`config.mk`:
```
export PLATFORM = sky130hd
export DESIGN_NAME = unicode_string_record_decoder_top
export DESIGN_NICKNAME = d
export VERILOG_FILES = /design/src/rtl/usrd_pkg.sv /design/src/rtl/usrd_decode.sv /design/src/rtl/usrd_obuf.sv /design/src/rtl/unicode_string_record_decoder_top.sv
export SDC_FILE = /design/constraint.sdc
export NUM_CORES = 1
export LEC_CHECK = 0
export BUFFER_PORTS_ARGS = -buffer_cell sky130_fd_sc_hd__buf_2
export CORE_MARGIN = 10
export CORE_UTILIZATION = 45
export CTS_BUF_LIST = sky130_fd_sc_hd__clkbuf_8
export DETAILED_ROUTE_END_ITERATION = 10
export GPL_ROUTABILITY_DRIVEN = 0
export PLACE_DENSITY = 0.72
export SETUP_SLACK_MARGIN = 0.2
export SLEW_MARGIN = 5
export SYNTH_ARGS = -nofsm -noshare
export SYNTH_HDL_FRONTEND = slang
export SYNTH_SLANG_ARGS = --single-unit
```
`constraint.sdc`:
```
create_clock -name clk -period 5 [get_ports clk]
set_input_delay 0.25 -clock clk [delete_from_list [all_inputs] [get_ports clk]]
set_output_delay 0.25 -clock clk [all_outputs]
set_load 0.005 [all_outputs]
```
`src/rtl/usrd_pkg.sv`:
```
// Shared types and constants for the Unicode string record decoder.
`timescale 1ns / 1ps

package usrd_pkg;

    localparam int unsigned MAX_RESULTS = 4;
    localparam int unsigned CNT_W       = $clog2(MAX_RESULTS + 1);

    localparam logic [1:0] ERR_NONE   = 2'd0;
    localparam logic [1:0] ERR_MARKER = 2'd1;
    localparam logic [1:0] ERR_TRUNC  = 2'd2;

    localparam logic [7:0]  MARK_FF   = 8'hFF;
    localparam logic [7:0]  MARK_FE   = 8'hFE;
    localparam logic [7:0]  LEN_ESC8  = 8'd255;
    localparam logic [31:0] LEN_ESC16 = 32'd65535;

    typedef struct packed {
        logic [7:0] in_byte;
        logic       stream_end;
    } item_t;

    typedef struct packed {
        logic [7:0] out_byte;
        logic       byte_valid;
        logic       last;
        logic [1:0] error;
    } result_t;

    typedef struct packed {
        logic [CNT_W-1:0]            count;
        result_t [MAX_RESULTS-1:0]   entry;
    } burst_t;

    typedef struct packed {
        logic [CNT_W-1:0] level;
    } obuf_status_t;

endpackage

```
`src/rtl/usrd_decode.sv`:
```
// Record parser state and UTF-16LE to UTF-8 conversion of one input byte.
`timescale 1ns / 1ps

module usrd_decode (
    input  logic             clk,
    input  logic             rst_n,
    input  logic             take,
    input  usrd_pkg::item_t  item,
    output usrd_pkg::burst_t burst
);

    typedef enum logic [2:0] {
        PH_MARK0,
        PH_MARK1,
        PH_MARK2,
        PH_LEN8,
        PH_LEN16,
        PH_LEN32,
        PH_UNIT_LO,
        PH_UNIT_HI
    } phase_t;

    phase_t      phase_reg, phase_next;
    logic [1:0]  idx_reg, idx_next;
    logic [31:0] accum_reg, accum_next;
    logic [31:0] units_reg, units_next;
    logic [7:0]  low_reg, low_next;

    always_comb
    begin
        logic [7:0]      b;
        logic            fin;
        logic [15:0]     c;
        logic [31:0]     acc;
        logic            body;
        logic [31:0]     body_cnt;
        usrd_pkg::burst_t res;

        b          = item.in_byte;
        fin        = (units_reg <= 32'd1);
        c          = {b, low_reg};
        acc        = '0;
        body       = 1'b0;
        body_cnt   = '0;
        res        = '0;
        phase_next = phase_reg;
        idx_next   = idx_reg;
        accum_next = accum_reg;
        units_next = units_reg;
        low_next   = low_reg;

        unique case (phase_reg)
            PH_MARK0, PH_MARK1, PH_MARK2:
            begin
                if (b != ((phase_reg == PH_MARK1) ? usrd_pkg::MARK_FE : usrd_pkg::MARK_FF)
                    || (item.stream_end && phase_reg != PH_MARK2))
                begin
                    phase_next         = PH_MARK0;
                    res.entry[0]       = '{out_byte: 8'd0, byte_valid: 1'b0, last: 1'b1,
                                           error: usrd_pkg::ERR_MARKER};
                    res.count          = usrd_pkg::CNT_W'(1);
                end
                else
                begin
                    phase_next = phase_t'(phase_reg + 3'd1);
                end
            end
            PH_LEN8:
            begin
                if (b == usrd_pkg::LEN_ESC8)
                begin
                    idx_next   = 2'd0;
                    accum_next = '0;
                    phase_next = PH_LEN16;
                end
                else
                begin
                    body     = 1'b1;
                    body_cnt = {24'd0, b};
                end
            end
            PH_LEN16:
            begin
                acc        = accum_reg | ({24'd0, b} << {idx_reg[0], 3'b000});
                accum_next = acc;
                if (idx_reg[0])
                begin
                    if (acc == usrd_pkg::LEN_ESC16)
                    begin
                        idx_next   = 2'd0;
                        accum_next = '0;
                        phase_next = PH_LEN32;
                    end
                    else
                    begin
                        body     = 1'b1;
                        body_cnt = acc;
                    end
                end
                else
                begin
                    idx_next = 2'd1;
                end
            end
            PH_LEN32:
            begin
                acc        = accum_reg | ({24'd0, b} << {idx_reg, 3'b000});
                accum_next = acc;
                if (idx_reg == 2'd3)
                begin
                    body     = 1'b1;
                    body_cnt = acc;
                end
                else
                begin
                    idx_next = idx_reg + 2'd1;
                end
            end
            PH_UNIT_LO:
            begin
                low_next   = b;
                phase_next = PH_UNIT_HI;
            end
            PH_UNIT_HI:
            begin
                if (c < 16'h0080)
                begin
                    res.entry[0] = '{out_byte: c[7:0], byte_valid: 1'b1, last: fin,
                                     error: usrd_pkg::ERR_NONE};
                    res.count    = usrd_pkg::CNT_W'(1);
                end
                else if (c < 16'h0800)
                begin
                    res.entry[0] = '{out_byte: {3'b110, c[10:6]}, byte_valid: 1'b1,
                                     last: 1'b0, error: usrd_pkg::ERR_NONE};
                    res.entry[1] = '{out_byte: {2'b10, c[5:0]}, byte_valid: 1'b1,
                                     last: fin, error: usrd_pkg::ERR_NONE};
                    res.count    = usrd_pkg::CNT_W'(2);
                end
                else
                begin
                    res.entry[0] = '{out_byte: {4'b1110, c[15:12]}, byte_valid: 1'b1,
                                     last: 1'b0, error: usrd_pkg::ERR_NONE};
                    res.entry[1] = '{out_byte: {2'b10, c[11:6]}, byte_valid: 1'b1,
                                     last: 1'b0, error: usrd_pkg::ERR_NONE};
                    res.entry[2] = '{out_byte: {2'b10, c[5:0]}, byte_valid: 1'b1,
                                     last: fin, error: usrd_pkg::ERR_NONE};
                    res.count    = usrd_pkg::CNT_W'(3);
                end
                if (fin)
                begin
                    units_next = '0;
                    phase_next = PH_MARK0;
                end
                else
                begin
                    units_next = units_reg - 32'd1;
                    phase_next = PH_UNIT_LO;
                end
            end
            default:
            begin
                phase_next = PH_MARK0;
            end
        endcase

        if (body)
        begin
            if (body_cnt == 32'd0)
            begin
                phase_next   = PH_MARK0;
                res.entry[0] = '{out_byte: 8'd0, byte_valid: 1'b0, last: 1'b1,
                                 error: usrd_pkg::ERR_NONE};
                res.count    = usrd_pkg::CNT_W'(1);
            end
            else
            begin
                units_next = body_cnt;
                phase_next = PH_UNIT_LO;
            end
        end

        // stream ended inside a record: flag it after any bytes of this step
        if (item.stream_end && phase_next != PH_MARK0)
        begin
            phase_next                = PH_MARK0;
            res.entry[res.count[1:0]] = '{out_byte: 8'd0, byte_valid: 1'b0, last: 1'b1,
                                          error: usrd_pkg::ERR_TRUNC};
            res.count                 = res.count + usrd_pkg::CNT_W'(1);
        end

        burst = res;
    end

    always_ff @(posedge clk or negedge rst_n)
    begin
        if (!rst_n)
        begin
            phase_reg <= PH_MARK0;
            idx_reg   <= '0;
            accum_reg <= '0;
            units_reg <= '0;
            low_reg   <= '0;
        end
        else if (take)
        begin
            phase_reg <= phase_next;
            idx_reg   <= idx_next;
            accum_reg <= accum_next;
            units_reg <= units_next;
            low_reg   <= low_next;
        end
    end

endmodule

```
`src/rtl/usrd_obuf.sv`:
```
// Result register: holds the results of one input byte and sends them one per cycle while result_ready is high.
`timescale 1ns / 1ps

module usrd_obuf (
    input  logic                   clk,
    input  logic                   rst_n,
    input  logic                   load,
    input  usrd_pkg::burst_t       burst,
    output logic                   load_ready,
    output logic                   result_valid,
    input  logic                   result_ready,
    output usrd_pkg::result_t      result,
    output usrd_pkg::obuf_status_t status
);

    logic [usrd_pkg::CNT_W-1:0]                  cnt_reg;
    usrd_pkg::result_t [usrd_pkg::MAX_RESULTS-1:0] entry_reg;
    logic                                        xfer;

    assign result_valid = (cnt_reg != '0);
    assign result       = entry_reg[0];
    assign xfer         = result_valid && result_ready;
    assign load_ready   = (cnt_reg == '0)
                          || (cnt_reg == usrd_pkg::CNT_W'(1) && result_ready);
    assign status.level = cnt_reg;

    always_ff @(posedge clk or negedge rst_n)
    begin
        if (!rst_n)
        begin
            cnt_reg <= '0;
        end
        else if (load)
        begin
            cnt_reg <= burst.count;
        end
        else if (xfer)
        begin
            cnt_reg <= cnt_reg - usrd_pkg::CNT_W'(1);
        end
    end

    always_ff @(posedge clk)
    begin
        if (load)
        begin
            entry_reg <= burst.entry;
        end
        else if (xfer)
        begin
            for (int i = 0; i < usrd_pkg::MAX_RESULTS - 1; i++)
            begin
                entry_reg[i] <= entry_reg[i+1];
            end
            entry_reg[usrd_pkg::MAX_RESULTS-1] <= '0;
        end
    end

endmodule

```
`src/rtl/unicode_string_record_decoder_top.sv`:
```
// Top level of the Unicode string record decoder (UTF-16LE record to UTF-8 bytes).
`timescale 1ns / 1ps

// One input byte is taken per transfer and decoded in the same cycle into up to four
// results (three UTF-8 bytes plus a status), which are loaded into a result register
// and leave through the single output port at one result per cycle while result_ready
// is high. A byte that completes a code unit yields one result per UTF-8 byte (one to
// three, plus a status if the stream ends there). The next byte is taken in the same
// cycle as the last pending result transfers, or at once when the register is empty,
// so throughput is limited by the one-result-per-cycle output port. After reset the
// result register is empty and a byte can be taken at once.

module unicode_string_record_decoder_top (
    input  logic              clk,
    input  logic              rst_n,
    input  logic              item_valid,
    output logic              item_ready,
    input  usrd_pkg::item_t   item,
    output logic              result_valid,
    input  logic              result_ready,
    output usrd_pkg::result_t result
);

    usrd_pkg::burst_t       burst;
    usrd_pkg::obuf_status_t obuf_status;
    logic                   take;

    assign take = item_valid && item_ready;

    usrd_decode u_decode (
        .clk   (clk),
        .rst_n (rst_n),
        .take  (take),
        .item  (item),
        .burst (burst)
    );

    usrd_obuf u_obuf (
        .clk          (clk),
        .rst_n        (rst_n),
        .load         (take),
        .burst        (burst),
        .load_ready   (item_ready),
        .result_valid (result_valid),
        .result_ready (result_ready),
        .result       (result),
        .status       (obuf_status)
    );

    a_status_only: assert property (@(posedge clk) disable iff (!rst_n)
        result_valid && result.error != usrd_pkg::ERR_NONE |-> !result.byte_valid && result.last)
        else $error("error result carries a byte or is not last");

    a_no_take_while_busy: assert property (@(posedge clk) disable iff (!rst_n)
        obuf_status.level > usrd_pkg::CNT_W'(1) |-> !item_ready)
        else $error("input taken while several results still pending");

    a_burst_bound: assert property (@(posedge clk) disable iff (!rst_n)
        take |-> burst.count <= usrd_pkg::CNT_W'(usrd_pkg::MAX_RESULTS))
        else $error("too many results for one input byte");

    a_drain: assert property (@(posedge clk) disable iff (!rst_n)
        result_valid && result_ready && obuf_status.level == usrd_pkg::CNT_W'(1) && !take
        |=> !result_valid)
        else $error("result register not empty after last transfer");

endmodule

```
* Yosys cells after proc, flatten, opt, wreduce, memory -nomap -nowiden
Cells that the tools add are included.
** Storage, ports and cells
- Memories kept :: 0
- Bits in read-only memories :: 0
- Input bits :: 13
- Logic and storage cells :: 130
- Output and inout port bits :: 14
- Flip-flop bits (word level) :: 128
- Bits in latches :: 0
- Bits in writable memories :: 0
** Cells by class
- $lt $le $gt $ge :: 5
- $add $sub $neg :: 5
- Shift-type cells :: 2
- Bitwise logic cells :: 5
- Multiplexer cells :: 54
- Multiply operators :: 0
- Divide/modulo/power cells :: 0
- Equality and inequality tests :: 16
- Reductions and logical operators :: 20
** Operators by type and width (number)
- 2-to-1 mux 32 bit :: 9
- one-hot mux 32 bit (3 select lines) :: 2
- 2-to-1 mux 48 bit :: 2
- bitwise OR 32 bit :: 2
- 2-to-1 mux 12 bit :: 5
- 2-to-1 mux 51 bit :: 1
- 2-to-1 mux 24 bit :: 2
- 2-to-1 mux 3 bit :: 14
- AND 30 x 40 -> 40 bit :: 1
- inverter 40 bit :: 1
- equality test 32 x 16 -> 1 bit (second input constant) :: 1
- less-or-equal comparator 32 x 1 -> 1 bit (second input constant) :: 1
- logical NOT 32 bit :: 1
- << shifter 8 x 4 -> 32 bit :: 1
- << shifter 8 x 5 -> 32 bit :: 1
- subtractor 32 x 1 -> 32 bit (second input constant) :: 1
- demux 12 bit (select 2 bit) :: 1
- one-hot mux 12 bit (2 select lines) :: 1
- 2-to-1 mux 22 bit :: 1
- < comparator 16 x 12 -> 1 bit (second input constant) :: 1
- < comparator 16 x 8 -> 1 bit (second input constant) :: 1
- one-hot mux 3 bit (5 select lines) :: 1
- equality test 3 bit (second input constant) :: 4
- nonzero test 3 bit :: 3
- other kinds (30) :: 49

* Longest topological paths before layout
Gate-level depths: netlist of the first run.
- Depth in word-level cells :: 17
- Mapped depth :: 17
- Gate-level depth less buffers :: 14

* Hierarchy
From an unflattened synthesis of the first run, not the netlist that was laid out.
** Unflattened totals
- Cells, all modules :: 860
- Area total of the unflattened synthesis :: 8384.3 um2
** By module, submodules not included
- usrd_decode :: cells an instance 718, instances 1, sequential area each 1926.8 um2, area an instance 5962.0 um2
- usrd_obuf :: cells an instance 141, instances 1, sequential area each 1516.5 um2, area an instance 2416.1 um2
- unicode_string_record_decoder_top :: cells an instance 1, instances 1, sequential area each 0.0 um2, area an instance 6.3 um2

* Worst setup path after synthesis of the first run
Ideal clock, no wire load.
- Path type :: register to register
- From :: register u_decode.phase_reg[2]
- To :: register u_obuf.entry_reg[26] (netlist bit), data pin
- Arrival time :: 3.727 ns
- Required time :: 4.746 ns
- Setup time :: 0.254 ns
- Buffers on the path :: 3
- Path slack :: 1.019 ns
- Clock period less this slack :: 3.981 ns
- Cell stages (with the launch flop) :: 17
- Path through :: dfrtp_1 > clkbuf_1 > inv_1 > ha_1 > clkbuf_1 > nor2_1 > a21o_1 > o211ai_1 > or4_1 > a21o_1 > buf_6 > or2_2 > o21ai_0 > inv_1 > ha_1 > a31o_2 > a21o_1
** Between the ends
- Word-level cells in the longest chain between the ends :: 15
- Elaborated cells on any way between the ends :: 40
- Classes of those cells :: 1 x add/sub; 2 x order compare; 9 x eq/ne; 19 x mux; 1 x bitwise; 8 x reduce/logical
** RTL lines
- from (decl) :: RTL line usrd_decode.sv:23 : phase_t phase_reg, phase_next;
- from (signal assigned) :: RTL line usrd_decode.sv:207 : phase_reg <= phase_next;
- equality test 3 x 1 -> 1 bit :: RTL line usrd_decode.sv:52, usrd_decode.sv:55
- 2-to-1 mux 1 bit :: RTL line usrd_decode.sv:55 : if (b != ((phase_reg == PH_MARK1) ? usrd_pkg::MARK_FE : usrd_pkg::MARK_FF)
- != test 8 bit :: RTL line usrd_decode.sv:55
- logical OR 1 bit :: RTL line usrd_decode.sv:56 : || (item.stream_end && phase_reg != PH_MARK2))
- 2-to-1 mux 1 bit :: RTL line usrd_decode.sv:55
- one-hot mux 3 bit (2 select lines) :: RTL line usrd_decode.sv:52 : unique case (phase_reg)
- 2-to-1 mux 3 bit :: RTL line usrd_decode.sv:169 : if (body_cnt == 32'd0)
- 2-to-1 mux 3 bit :: RTL line usrd_decode.sv:167 : if (body)
- < comparator 2 x 3 -> 1 bit (implied by the code) / >= comparator 2 x 1 -> 1 bit (equally long branches) :: RTL line usrd_decode.sv:187 : res.entry[res.count[1:0]] = '{out_byte: 8'd0, byte_valid: 1'b0, last: 1'b1,
- logical AND 1 bit (implied by the code) :: RTL line usrd_decode.sv:187
- 2-to-1 mux 12 bit (implied by the code) :: RTL line usrd_decode.sv:187
- demux 12 bit (select 2 bit)
- bitwise OR 6 x 8 -> 8 bit (no line)
- 2-to-1 mux 51 bit (*) :: RTL line usrd_decode.sv:184 : if (item.stream_end && phase_next != PH_MARK0)
- 2-to-1 mux 48 bit (*) :: RTL line usrd_obuf.sv:45 : if (load)
- to (signal assigned) :: RTL line usrd_obuf.sv:47 : entry_reg <= burst.entry;
- to (signal, indexed assignment) :: RTL line usrd_obuf.sv:53 : entry_reg[i] <= entry_reg[i+1];
- to (decl) :: RTL line usrd_obuf.sv:17 : usrd_pkg::result_t [usrd_pkg::MAX_RESULTS-1:0] entry_reg;
Mark *: on every way between the ends. The rest lies on a longest branch, timed or not.
A chain may end at the register's enable or synchronous reset.

* Final worst setup path of the first run
Same ends and word-level chain as after synthesis.

==> flow_metrics.tcl, run 1 <==
set metrics [dict create \
    hold_class "input port to flop" \
    drt_iter0_drc 758 \
    path_class "flop to flop" \
    synth_top_family_by_area "compound AO/OA/AOI/OAI gates" \
    path_max_fanout 18 \
    num_vias 6370 \
    avgRoutedWirePerCell_um 20.9 \
    num_antenna_cells 0 \
    grt_overflow_total 0 \
    num_rows 45 \
    async_flop_share 0.721 \
    grt_pass1_wl_mm 32.5 \
    yosys_warnings 0 \
    critPathLaunch "u_decode.phase_reg[2]" \
    synth.distinct_cells 75 \
    total_leakage_power_uw 0.00300 \
    r2r-end "u_obuf.entry_reg[26]" \
    clock.fmax_mhz 224 \
    numClockSinks 111 \
    synth-compound-area-share 0.271 \
    slew_viol_final 0 \
    antenna_left 0 \
    netlist_instances 777 \
    synth_seq_cells 111 \
    ys.flop_type "dfrtp_1" \
    postCtsSetupRepairBufs 0 \
    synth-adder-area-share 0.0283 \
    r2r_start "u_decode.phase_reg[2]" \
    synth_nets 806 \
    via_per_inst 6.53 \
    rsz0062_at_grt "false" \
    synth_edf_count 31 \
    area_growth_pct 4.54 \
    dp_hpwl_mm 14.5 \
    ir_worst_vdd_uv 209 \
    cts_tree "done" \
    syn-cell-area_sq_um 7080 \
    final_common_cell "nor2_1" \
    cts.clk_slew.worst_paths_ps 120 \
    critPathCaptureType "flop" \
    pin_count 27 \
    fp.dieW_um 145 \
    synth_seq_area_share 0.414 \
    cp.arrival_ps 4640 \
    grt_max_degree 62 \
    setup_viol 0 \
    postCtsHoldBufs 1 \
    antenna_found_initial 0 \
    grtUsageTotal 0.187 \
    synthMuxAreaShare 0.0187 \
    synth-xor-area-share 0.00124 \
    io_buffers 26 \
    rrSetupSlack_ps 540 \
    fin_crit_sh 0.892 \
    power.density_nw_per_um2 311 \
    syn_avg_cell_area_sq_um 9.11 \
    die_h_um 145 \
    holdWs_ps 120 \
    final_cell_mix "nor2_1 (87), dfrtp_1 (80), a21oi_1 (60)" \
    grt_pass1_vias 5810 \
    setup_tns_ps 0 \
    status "finished clean" \
    drv_cap 0 \
    htree_levels 3 \
    drive_above_1_share 0.119 \
    drc 0 \
    die_area_sq_um 21200 \
    cts_repair_resize_count 0 \
    clock_latency_ps 410 \
    hold_violations 0 \
    reg2reg_depth 13 \
    cp-start-kind "flop" \
    worst_pin_slew_ps 1160 \
    relSlewSlack 0.223 \
    drtPass1Iterations 7 \
    synth_simple_gate_area_frac 0.203 \
    endpoint "u_obuf.entry_reg[26]" \
    fin_skew_ps 16.6 \
    finalCriticalPeriod_ps 4460 \
    final_nets 788 \
    crit_required_ps 5180 \
    initial_core_util 0.462 \
    cts_buffer_depth 2 \
    numCtsBuffers 9 \
    routed_wl_mm 20.4 \
    clockRootBuffer "clkbuf_8" \
    core_area_sq_um 15300 \
]
## critical path: stages, from the launching register on
cell     delay [ps]
dfrtp_1         690
inv_1           220
ha_1            380
nor2_1          370
buf_4           200
a31oi_1          40
or4_1           510
a21o_1          270
or2_2           360
o21ai_0         400
inv_1           180
ha_1            260
a31o_2          210
a21o_1          150
## cells in the mapped netlist, types with 15 or more instances
cell / number / share of area
a21oi_1: 60 / 0.042
a22o_1: 33 / 0.041
a31oi_1: 19 / 0.017
and2_1: 16 / 0.014
buf_4: 15 / 0.016
clkbuf_1: 40 / 0.021
dfrtp_1: 80 / 0.28
edfxtp_1: 31 / 0.13
ha_1: 16 / 0.028
inv_1: 21 / 0.011
nand2_1: 37 / 0.020
nand3_1: 16 / 0.011
nor2_1: 87 / 0.046
nor3_1: 37 / 0.026
nor4_1: 18 / 0.016
o21ai_0: 47 / 0.033
## metrics by stage
stage                     cells  area, sq um  power (uW)   util  setup slack [ps]
after global routing        975         7400        2420  0.483               241
after detailed placement    958         7210        1770  0.471               654
final                       975         7400        2300  0.483               538
after global placement      958         7210        1760  0.471               770
after CTS                   975         7400        2300  0.483               653
after floorplan             777         7080        1600      -              1020
## routing by layer
metal / wire length [um] / track usage / vias up
li1: - / - / 2904
met1: 9020 / 0.251 / 3083
met2: 9180 / 0.287 / 321
met3: 1500 / 0.0376 / 62
met4: 692 / 0.0748 / 0
met5: 0 / 0 / -
## how the worst min path moves through the flow
stage / end / slack (ps) / startpoint / cells after the start
after floorplan: u_decode.accum_reg[0] / -50 / rst_n / 0
after global placement: u_decode.units_reg[30] / 160 / rst_n / 1
after detailed placement: u_decode.units_reg[30] / 150 / rst_n / 1
after CTS: u_decode.phase_reg[1] / 100 / item[0] / 2
after global routing: u_decode.phase_reg[1] / 110 / item[0] / 2
final: u_decode.phase_reg[1] / 120 / item[0] / 2
## where the power goes
group,leakage (uW),internal [uW],switching [uW]
logic,0.00151,214,410
clock network,0.0000916,193,349
registers,0.00140,1070,71.6
total,0.00300,1470,831
## cell families after synthesis
kind of cell             Yosys count
AO/OA/AOI/OAI                    268
flip-flops                       111
AND/OR/NAND/NOR                  279
buffers and inverters             90
XOR/XNOR                           1
adder cells (fa/ha/maj)           16
multiplexers                      12
## layout make-up
| cell class | count | area [sq um] |
|---|---|---|
| Fill cell | 1488 | 7910 |
| Multi-Input combinational cell | 576 | 3700 |
| Sequential cell | 111 | 2930 |
| Tap cell | 211 | 264 |
| Timing Repair Buffer | 40 | 240 |
| Clock buffer | 9 | 124 |
| Inverter | 21 | 78.8 |
| Clock inverter | 7 | 62.6 |
Power figures use the tool's default switching activity.
==> run 2: changes to the inputs <==
- CELL_PAD_IN_SITES_DETAIL_PLACEMENT: default -> 1
- CELL_PAD_IN_SITES_GLOBAL_PLACEMENT: default -> 2
- CORE_UTILIZATION: 45 -> 44
- PLACE_DENSITY: 0.72 -> 0.95
- clock period: 5 -> 5.6 ns (I/O delays scaled with it)
==> flow_metrics.tcl, run 2 (same netlist as run 1, synthesis figures left out) <==
set metrics [dict create \
    status "finished clean" \
    pin_count 27 \
    numCtsBuffers 9 \
    critPathLaunch "u_decode.phase_reg[2]" \
    drive_above_1_share 0.114 \
    grt_use_met2 0.340 \
    io_buffers 26 \
    htree_levels 3 \
    via_per_inst 6.64 \
    path_class "flop to flop" \
    reg2reg_depth 13 \
    grt_pass1_vias 6536 \
    setup_slack_ps 821 \
    fp.dieW_um 147 \
    num_rows 46 \
    multi_input_area_sq_um 3690 \
    cts_buffer_depth 2 \
    power.total_uw 2180 \
    postCtsSetupRepairBufs 0 \
    p_comb_frac 0.269 \
    grtUsageTotal 0.214 \
    slew_viol_final 0 \
    fin_crit_sh 0.853 \
    fin_util 0.469 \
    core_area_sq_um 15800 \
    r2r-end "u_obuf.entry_reg[26]" \
    total_leakage_power_uw 0.00301 \
    num_antenna_cells 0 \
    cts_tree "done" \
    critPathCaptureType "flop" \
    dp_hpwl_mm 16.8 \
    cp.arrival_ps 4960 \
    hold_violations 0 \
    share_clk_of_total_power 0.265 \
    cts_repair_resize_count 0 \
    cts.clk_slew.worst_paths_ps 120 \
    ir_worst_vdd_uv 156 \
    fin_skew_ps 11.6 \
    final_common_cell "nor2_1" \
    grt_pass1_wl_mm 37.3 \
    grtUsageMet3 0.0329 \
    internal-power_uw 1400 \
    grt_overflow_total 0 \
    drt_iter0_drc 736 \
    power.density_nw_per_um2 294 \
    rsz0062_at_grt "false" \
    final_cell_mix "nor2_1 (87), dfrtp_1 (80), a21oi_1 (60)" \
    drc 0 \
    busiest_layer "met2" \
    initial_core_util 0.447 \
    area_growth_pct 4.82 \
    relSlewSlack 0.202 \
    grt_max_degree 50 \
    finalCriticalPeriod_ps 4780 \
    worst_pin_slew_ps 1200 \
    crit_required_ps 5780 \
    die_area_sq_um 21600 \
    drtPass1Iterations 5 \
    p_seq_frac 0.467 \
    drv_cap 0 \
    clock.fmax_mhz 209 \
    r2r_start "u_decode.phase_reg[2]" \
    p_sw_uw 780 \
    avgRoutedWirePerCell_um 24.2 \
    dp_slack_ps 981 \
    sw_frac_of_total 0.358 \
    globalRouteMet1Util 0.294 \
    cp-start-kind "flop" \
    num_vias 6489 \
    antenna_found_initial 0 \
    routed_wl_mm 23.7 \
    rrSetupSlack_ps 820 \
    clock_latency_ps 400 \
    final_nets 785 \
    holdWs_ps 177 \
    setup_viol 0 \
    hold_class "input port to flop" \
    setup_tns_ps 0 \
    clockRootBuffer "clkbuf_8" \
    antenna_left 0 \
    numClockSinks 111 \
    fill_cells 1843 \
    path_max_fanout 18 \
    regArea_sq_um 2930 \
    endpoint "u_obuf.entry_reg[26]" \
    die_h_um 147 \
]
-- run 2: cell types whose count changed in the layout (fill, tap and decap cells not counted), sizes merged --
cell    previous run  this run
buf               39        36
bufinv             0         2
clkinv             1         0
inv               25        24
-- run 2: area by class of cell --
cell class	instances	share of cell area
flip-flops and latches	111	0.395
clock inverters	7	0.0140
repair buffers	37	0.0293
clock buffers	9	0.0167
multi-input cells	576	0.498
inverters	21	0.0106
well taps	216	0.0364
-- run 2: metal layers --
metal | part of all wire | up-vias
li1 | - | 2893
met2 | 0.46 | 257
met5 | 0 | -
met3 | 0.062 | 40
met4 | 0.020 | 0
met1 | 0.46 | 3299
-- run 2: repair_timing --
item                       4_1_cts  5_1_grt
setup endpoints to repair        0        0
hold endpoints to repair        31        0
hold buffers                     1        0
-- run 2: how the worst min path moves through the flow --
stage / cells past startpoint / slack (ps) / to / startpoint
after floorplan: 0 / -20 / u_decode.accum_reg[0] / rst_n
after global placement: 1 / 260 / u_decode.low_reg[3] / rst_n
after detailed placement: 1 / 270 / u_decode.low_reg[3] / rst_n
after CTS: 2 / 170 / u_decode.phase_reg[1] / item[0]
after global routing: 2 / 190 / u_decode.phase_reg[1] / item[0]
final: 2 / 180 / u_decode.phase_reg[1] / item[0]
-- run 2: critical path, stage by stage (launching register included) --
cell and delay (ps):
dfrtp_1 740, inv_1 230, ha_1 390, nor2_1 620, a21o_1 150, o211ai_1 80, or4_1 420, a21o_1 270
or2_2 350, o21ai_0 430, inv_1 220, ha_1 280, a31o_2 220, a21o_1 150
-- run 2: metrics by stage --
step / cell area (sq um) / cells
after floorplan: 7080 / 777
after global placement: 7180 / 960
after detailed placement: 7180 / 960
after CTS: 7420 / 977
after global routing: 7420 / 977
final: 7420 / 977
-- run 2: power by group through the flow --
| stage | Sequential (uW) | Combinational, uW | Clock [uW] |
|---|---|---|---|
| 3_3_place_gp | 1020 | 548 | 0 |
| 6_report | 1020 | 586 | 578 |
| 2_1_floorplan | 1010 | 426 | 0 |
| 3_5_place_dp | 1030 | 576 | 0 |
| 4_1_cts | 1020 | 580 | 578 |
| 5_1_grt | 1030 | 639 | 613 |
